$ cat src/rtl/lmfd_pkg.sv
// Shared types and constants for the LED matrix frame driver.
// Used by the top module and the row update unit; depends on nothing else.
package lmfd_pkg;

    // Command codes
    localparam logic [1:0] OP_INIT  = 2'd0;
    localparam logic [1:0] OP_PIXEL = 2'd1;
    localparam logic [1:0] OP_RECT  = 2'd2;

    // Device register addresses and the fixed normal-mode word
    localparam logic [7:0]  ADDR_DECODE    = 8'h09;
    localparam logic [7:0]  ADDR_INTENSITY = 8'h0A;
    localparam logic [7:0]  ADDR_SCAN      = 8'h0B;
    localparam logic [15:0] WORD_NORMAL    = 16'h0C01;

    // Configuration register indexes
    localparam logic [1:0] CFG_DECODE    = 2'd0;
    localparam logic [1:0] CFG_INTENSITY = 2'd1;
    localparam logic [1:0] CFG_SCAN      = 2'd2;

    // Latched command as it travels to the row update unit
    typedef struct packed {
        logic [1:0] op;
        logic [2:0] row;
        logic [2:0] col;
        logic       pixel_value;
        logic [3:0] box_width;
        logic [3:0] box_height;
    } lmfd_cmd_t;

endpackage

$ cat src/rtl/led_matrix_frame_driver_unit.sv
// LED matrix frame driver. Each accepted init, pixel or rectangle command produces
// a burst of 16-bit device words (address << 8 | data), one word per cycle while the
// output is not stalled: init gives 4 set-up words then ROWS zero row words; pixel
// and rectangle update the frame buffer and give ROWS row words. After the accepting
// cycle a command occupies the block until its last word is registered, paced by the
// row sequencer that walks the buffer one row per cycle while the output is not
// stalled, through the single row update unit; no new command is taken meanwhile.
// An unused command code is taken and dropped. cmd_stall is high until the last word
// of a burst has been registered; the last word of a burst carries last = 1.
module led_matrix_frame_driver_unit #(
    parameter int ROWS = 8
) (
    input  logic        clk,
    input  logic        rst_n,
    // Command channel
    input  logic        cmd_valid,
    output logic        cmd_stall,
    input  logic [1:0]  operation,
    input  logic [2:0]  row,
    input  logic [2:0]  col,
    input  logic        pixel_value,
    input  logic [3:0]  box_width,
    input  logic [3:0]  box_height,
    // Device word channel
    output logic        dev_valid,
    input  logic        dev_stall,
    output logic [15:0] word,
    output logic        last,
    // Configuration
    input  logic        cfg_we,
    input  logic [1:0]  cfg_index,
    input  logic [7:0]  cfg_data
);
    import lmfd_pkg::*;

    localparam int ROW_W = (ROWS > 1) ? $clog2(ROWS) : 1;
    localparam logic [ROW_W-1:0] LAST_ROW = ROW_W'(ROWS - 1);

    localparam logic [1:0] ST_IDLE  = 2'd0;
    localparam logic [1:0] ST_SETUP = 2'd1;
    localparam logic [1:0] ST_ROWS  = 2'd2;

    logic [1:0]       state_reg, state_next;
    logic [1:0]       setup_reg, setup_next;
    logic [ROW_W-1:0] row_reg, row_next;
    lmfd_cmd_t        cmd_reg, cmd_next;
    logic [7:0]       decode_reg;
    logic [3:0]       intensity_reg;
    logic [2:0]       scan_reg;
    logic             valid_reg, valid_next;
    logic [15:0]      word_reg, word_next;
    logic             last_reg, last_next;

    logic             accept;
    logic             advance;
    logic             frame_we;
    logic [7:0]       cur_byte;
    logic [7:0]       new_byte;
    logic [15:0]      setup_word;

    // Configuration registers
    always_ff @(posedge clk or negedge rst_n)
    begin
        if (!rst_n)
        begin
            decode_reg    <= 8'd0;
            intensity_reg <= 4'd15;
            scan_reg      <= 3'd7;
        end
        else if (cfg_we)
        begin
            unique case (cfg_index)
                CFG_DECODE:    decode_reg    <= cfg_data;
                CFG_INTENSITY: intensity_reg <= cfg_data[3:0];
                CFG_SCAN:      scan_reg      <= cfg_data[2:0];
                default:       ;
            endcase
        end
    end

    lmfd_frame_buf #(
        .ROWS  (ROWS),
        .ROW_W (ROW_W)
    ) u_frame (
        .clk     (clk),
        .rst_n   (rst_n),
        .idx     (row_reg),
        .wr_en   (frame_we),
        .wr_data (new_byte),
        .rd_data (cur_byte)
    );

    lmfd_row_unit #(
        .ROW_W (ROW_W)
    ) u_row (
        .cmd      (cmd_reg),
        .row_idx  (row_reg),
        .cur_byte (cur_byte),
        .new_byte (new_byte)
    );

    assign cmd_stall = (state_reg != ST_IDLE);
    assign accept    = cmd_valid && !cmd_stall;
    assign advance   = (state_reg != ST_IDLE) && (!valid_reg || !dev_stall);
    assign frame_we  = advance && (state_reg == ST_ROWS) && (cmd_reg.op != OP_INIT);

    // Select the set-up word for the current init step
    always_comb
    begin
        unique case (setup_reg)
            2'd0:    setup_word = {ADDR_DECODE, decode_reg};
            2'd1:    setup_word = {ADDR_INTENSITY, 4'd0, intensity_reg};
            2'd2:    setup_word = {ADDR_SCAN, 5'd0, scan_reg};
            default: setup_word = WORD_NORMAL;
        endcase
    end

    // Sequence the burst and fill the output register
    always_comb
    begin
        state_next = state_reg;
        setup_next = setup_reg;
        row_next   = row_reg;
        cmd_next   = cmd_reg;
        valid_next = valid_reg;
        word_next  = word_reg;
        last_next  = last_reg;

        if (valid_reg && !dev_stall)
        begin
            valid_next = 1'b0;
        end

        unique case (state_reg)
            ST_IDLE:
            begin
                if (accept)
                begin
                    cmd_next = '{op: operation, row: row, col: col,
                                 pixel_value: pixel_value,
                                 box_width: box_width, box_height: box_height};
                    setup_next = 2'd0;
                    row_next   = '0;
                    case (operation) inside
                        OP_INIT:           state_next = ST_SETUP;
                        OP_PIXEL, OP_RECT: state_next = ST_ROWS;
                        default:           state_next = ST_IDLE;
                    endcase
                end
            end
            ST_SETUP:
            begin
                if (advance)
                begin
                    valid_next = 1'b1;
                    word_next  = setup_word;
                    last_next  = 1'b0;
                    setup_next = setup_reg + 2'd1;
                    if (setup_reg == 2'd3)
                    begin
                        state_next = ST_ROWS;
                    end
                end
            end
            ST_ROWS:
            begin
                if (advance)
                begin
                    valid_next = 1'b1;
                    word_next  = {8'(row_reg) + 8'd1,
                                  (cmd_reg.op == OP_INIT) ? 8'd0 : new_byte};
                    last_next  = (row_reg == LAST_ROW);
                    if (row_reg == LAST_ROW)
                    begin
                        state_next = ST_IDLE;
                    end
                    else
                    begin
                        row_next = row_reg + ROW_W'(1);
                    end
                end
            end
            default:
            begin
                state_next = ST_IDLE;
            end
        endcase
    end

    // Control registers
    always_ff @(posedge clk or negedge rst_n)
    begin
        if (!rst_n)
        begin
            state_reg <= ST_IDLE;
            setup_reg <= 2'd0;
            row_reg   <= '0;
            valid_reg <= 1'b0;
        end
        else
        begin
            state_reg <= state_next;
            setup_reg <= setup_next;
            row_reg   <= row_next;
            valid_reg <= valid_next;
        end
    end

    // Payload registers
    always_ff @(posedge clk)
    begin
        cmd_reg  <= cmd_next;
        word_reg <= word_next;
        last_reg <= last_next;
    end

    assign dev_valid = valid_reg;
    assign word      = word_reg;
    assign last      = last_reg;

endmodule

$ cat src/rtl/lmfd_row_unit.sv
// Row update unit: computes the new byte of one frame row for the latched command.
// Shared across all rows by the sequencer; depends on lmfd_pkg.
module lmfd_row_unit #(
    parameter int ROW_W = 3
) (
    input  lmfd_pkg::lmfd_cmd_t cmd,
    input  logic [ROW_W-1:0]    row_idx,
    input  logic [7:0]          cur_byte,
    output logic [7:0]          new_byte
);
    import lmfd_pkg::*;

    logic [4:0] r5;
    logic [4:0] top5;
    logic [4:0] bot_lim5;
    logic [4:0] col5;
    logic [4:0] right_lim5;
    logic       on_horiz;
    logic       in_vert;
    logic [7:0] rect_mask;
    logic [7:0] pix_mask;

    // Row-relative conditions, kept non-negative by comparing against bound + 1
    assign r5         = 5'(row_idx);
    assign top5       = 5'(cmd.row);
    assign bot_lim5   = 5'(cmd.row) + 5'(cmd.box_height);
    assign col5       = 5'(cmd.col);
    assign right_lim5 = 5'(cmd.col) + 5'(cmd.box_width);
    assign on_horiz   = (cmd.box_width != 4'd0) &&
                        ((r5 == top5) || ((r5 + 5'd1) == bot_lim5));
    assign in_vert    = (r5 >= top5) && (r5 < bot_lim5);

    // Outline columns touched in this row; column 0 is the MSB
    always_comb
    begin
        rect_mask = 8'd0;
        for (int c = 0; c < 8; c++)
        begin
            if (on_horiz && (5'(c) >= col5) && (5'(c) < right_lim5))
            begin
                rect_mask[7-c] = 1'b1;
            end
            if (in_vert && ((5'(c) == col5) || ((5'(c) + 5'd1) == right_lim5)))
            begin
                rect_mask[7-c] = 1'b1;
            end
        end
    end

    assign pix_mask = 8'h80 >> cmd.col;

    // Apply the command to the current row byte
    always_comb
    begin
        unique case (cmd.op)
            OP_PIXEL:
            begin
                if (r5 == top5)
                begin
                    new_byte = cmd.pixel_value ? (cur_byte | pix_mask)
                                               : (cur_byte & ~pix_mask);
                end
                else
                begin
                    new_byte = cur_byte;
                end
            end
            OP_RECT:  new_byte = cur_byte | rect_mask;
            default:  new_byte = cur_byte;
        endcase
    end

endmodule

$ cat src/rtl/lmfd_frame_buf.sv
// Frame buffer: one byte per matrix row, cleared at reset.
// Read and written at the row the sequencer points to; depends on nothing else.
module lmfd_frame_buf #(
    parameter int ROWS  = 8,
    parameter int ROW_W = 3
) (
    input  logic             clk,
    input  logic             rst_n,
    input  logic [ROW_W-1:0] idx,
    input  logic             wr_en,
    input  logic [7:0]       wr_data,
    output logic [7:0]       rd_data
);

    logic [7:0] rows_reg [ROWS];

    // Store the updated row
    always_ff @(posedge clk or negedge rst_n)
    begin
        if (!rst_n)
        begin
            for (int i = 0; i < ROWS; i++)
            begin
                rows_reg[i] <= 8'd0;
            end
        end
        else if (wr_en)
        begin
            rows_reg[idx] <= wr_data;
        end
    end

    assign rd_data = rows_reg[idx];

endmodule
$ cat config.mk
export PLATFORM = sky130hd
export DESIGN_NAME = led_matrix_frame_driver_unit
export DESIGN_NICKNAME = d
export VERILOG_FILES = /design/src/rtl/lmfd_pkg.sv /design/src/rtl/led_matrix_frame_driver_unit.sv /design/src/rtl/lmfd_row_unit.sv /design/src/rtl/lmfd_frame_buf.sv
export SDC_FILE = /design/constraint.sdc
export NUM_CORES = 1
export LEC_CHECK = 0
export BUFFER_PORTS_ARGS = -buffer_cell sky130_fd_sc_hd__buf_2
export CAP_MARGIN = 20
export CORE_MARGIN = 4
export CORE_UTILIZATION = 57
export CTS_CLUSTER_DIAMETER = 60
export DETAILED_ROUTE_END_ITERATION = 7
export GPL_TIMING_DRIVEN = 1
export PLACE_DENSITY = 0.76
export SETUP_SLACK_MARGIN = 0.1
export SLEW_MARGIN = 20
export SYNTH_ARGS = -nofsm -noshare
export SYNTH_HDL_FRONTEND = slang
export SYNTH_HIERARCHICAL = 1
export SYNTH_SLANG_ARGS = --single-unit
$ cat constraint.sdc
create_clock -name clk -period 4.43 [get_ports clk]
set_input_delay 0.2215 -clock clk [delete_from_list [all_inputs] [get_ports clk]]
set_output_delay 0.2215 -clock clk [all_outputs]
set_load 0.005 [all_outputs]
==> impl_results.md <==
* Cell taking the most area after synthesis: dfrtp_1
* Final ANT Viol Nets at 0
* Rows at 38
* CTS clk-pin slew, worst paths at about 60 ps
* Tot Pwr at a little over 4 mW
* Skew final at ~7.3 ps
* CTS buffer count at 17
* Peak VDD IR at 0.440 mV
* Post-synth top area share at 30.9%
* R2R Setup Slk at between 600 and 700 ps
* Crit path kind: register to register
* Post-synthesis sequential area ratio at a little under half
* EDFF count, synth at 30
* Initial DRT Pass Iterations at 5
* Post-CTS Setup Repair Bufs at 0
* Area delta synth->final at 16.3%
* Worst setup startpoint: cmd_reg[12]$_DFFE_PP_
* Reg2reg start: cmd_reg[12]$_DFFE_PP_
* Synth Area per Inst at ~12 um2
* Cell variety after synth at 62
* Hold path startpoint: cfg_data[5]
* H-tree Lvls at 4
* Reg2Reg Depth at 11
* Post-CTS Hold Fix Bufs at 17
* Largest net degree at the start of global routing at between 80 and 90
* F_max at between 0.2 and 0.3 GHz
* Vias/cell at roughly 6.1
* Share of cells above drive strength 1 at between 30% and 40%
* Endpoint, Worst Hold: decode_reg[5]$_DFFE_PN0P_
* Main synth FF type: dfrtp_1
* Crit. End Element: register
* Reg2reg end: word[2]$_DFFE_PP_
* Number of global-route vias before repair at around 4800
* CP arrival at approximately 4000 ps
* Die Ht at 115 um
* Leak pwr at ~3.4 nW
* Max-cap violations at 0
* Slew at the pin with the worst max-slew slack at about 880 ps
* Routed WL at about 15000 um
* Final hold vios at 0
* Final std cells w/o fill at around 760
* Post-CTS Resized at 0
* Max FFs per register at 64
* First-pass GRT wire length at 24900 um
* Final Worst Setup Slack at between 600 and 700 ps
* DRT iter0 DRCs at 373
* CP max FO at 9
* Power per cell area at about 550 nW/um2
* # DRC at 0
* Mapped Area at about 6500 um2
* # fillers at between 700 and 800
* Yosys warns at 6
* CTS sink cnt at 117
* WL/cell at approximately 20 um
* Status: complete, no violations
* Rel. slew slack at roughly two fifths
* Die ar. at between 10000 and 15000 um2
* Post-route cell area at ~7500 um2
* Initial antenna violation count at 0
* I/O pin cnt at 51
* Fin util at just under 70%
* Vias at 4632
* Tmin final at 3780 ps
* Ant diodes at 0
* Hold Path Class: input pin to register
* RSZ-0062 raised after global routing: no
* Final HPWL DP at about 10000 um
* Setup TNS Final at 0 ps
* Final Cycle Share at 85.3%
* Worst hold margin at 41.4 ps
* CTS tree: built
* Placed cells at roughly 710
* Seq cells post-synth at 117
* Cell Area, Placed at roughly 6800 um2
* Worst endpoint required time at 4680 ps
* Core Footprint at approximately 11000 um2
* Worst hold path depth at 2
* Placer's final routability congestion estimate at between 0.9 and 1
* CP Launch Type: register
* Pre-CTS setup slack at about 740 ps
* Final Setup Violations at 0
* Initial Utilization at just under 60%
* Port bufs at between 40 and 50
* NumNets Final at 670
* Top post-synthesis cells by area: dfrtp_1 31%, mux2_2 18%, edfxtp_1 14%
* Post-synthesis instance total at between 500 and 600
* Fraction of registers with async set/reset at 74.4%
* Grt total ovfl at 0
* Worst skew pair latency at 420 ps
* Tot GR Track Use at about a quarter
* Pins Over Slew Limit at 0
* Clock Tree Buf Depth at 2
* Clock Root Buffer: clkbuf_16
* Die Wd at ~110 um
==> power breakdown <==
part	total [mW]	internal, mW	switching (mW)	leakage, nW
clock network	1.28	0.774	0.506	0.273
logic	1.41	0.543	0.864	1.63
registers	1.43	1.32	0.113	1.45
==> how the worst max path moves through the flow <==
stage,cells past startpoint,to
floorplan,11,word[2]$_DFFE_PP_
global placement,11,word[2]$_DFFE_PP_
detailed placement,11,word[2]$_DFFE_PP_
CTS,11,word[2]$_DFFE_PP_
global route,11,word[2]$_DFFE_PP_
finish,11,word[2]$_DFFE_PP_
==> routing by layer <==
| metal | wire (um) | track usage (%) |
|---|---|---|
| met1 | 6590 | 32.2 |
| met2 | 7550 | 40.0 |
| met3 | 721 | 7.19 |
| met4 | 178 | 7.21 |
| met5 | 0 | 0 |
==> Yosys cell counts (all sizes together) (7+ instances only) <==
cell / count
a31oi: 10
mux2: 104
buf: 15
xnor2: 7
dfrtp: 80
edfxtp: 30
nor2: 23
a21oi: 16
nand2: 30
mux2i: 9
ha: 26
o21ai: 28
nand2b: 7
o211ai: 7
inv: 20
nand3: 11
a221oi: 9
dfstp: 7
clkbuf: 11
a22oi: 19
==> layout make-up <==
| cell class | instances | area, um2 | share of cell area, % |
|---|---|---|---|
| clock buffer | 18 | 429 | 5.69 |
| clock inverter | 14 | 128 | 1.69 |
| inverter | 20 | 75.1 | 0.996 |
| multi-input combinational | 384 | 3180 | 42.2 |
| sequential | 117 | 3090 | 40.9 |
| tap | 140 | 175 | 2.32 |
| timing repair buffer | 70 | 462 | 6.12 |
==> critical path, cell delays in order (launching register included) <==
cell      delay [ps]
edfxtp_1         410
ha_1             230
fa_1             410
xnor2_1          260
ha_1             290
a21oi_1          130
o21ai_1           80
a31oi_1          640
o21ai_0          220
a31oi_1          690
nand2_1          110
o21ai_0          130
==> kinds of logic after synthesis <==
group	count (synthesis)	share of synthesized area, %
adder cells (fa/ha/maj)	28	5.64
AO/OA/AOI/OAI	118	12.7
XOR/XNOR	9	1.22
other	1	0.0579
flip-flops	117	47.6
buffers and inverters	46	3.46
multiplexers	113	19.5
AND/OR/NAND/NOR	112	9.87
==> cell usage in the layout (no fill, tap or decap), drive strengths merged, types with 10 or more instances in the layout <==
| cell | synthesis | routed |
|---|---|---|
| a21oi | 16 | 16 |
| a31oi | 10 | 10 |
| inv | 20 | 24 |
| nand3 | 11 | 11 |
| edfxtp | 30 | 30 |
| a22oi | 19 | 19 |
| buf | 15 | 52 |
| mux2 | 104 | 104 |
| clkbuf | 11 | 18 |
| nand2 | 30 | 30 |
| nor2 | 23 | 23 |
| dlygate4sd3 | 0 | 18 |
| ha | 26 | 26 |
| o21ai | 28 | 28 |
| dfrtp | 80 | 80 |
No activity file was read; power rests on OpenSTA's default activity.
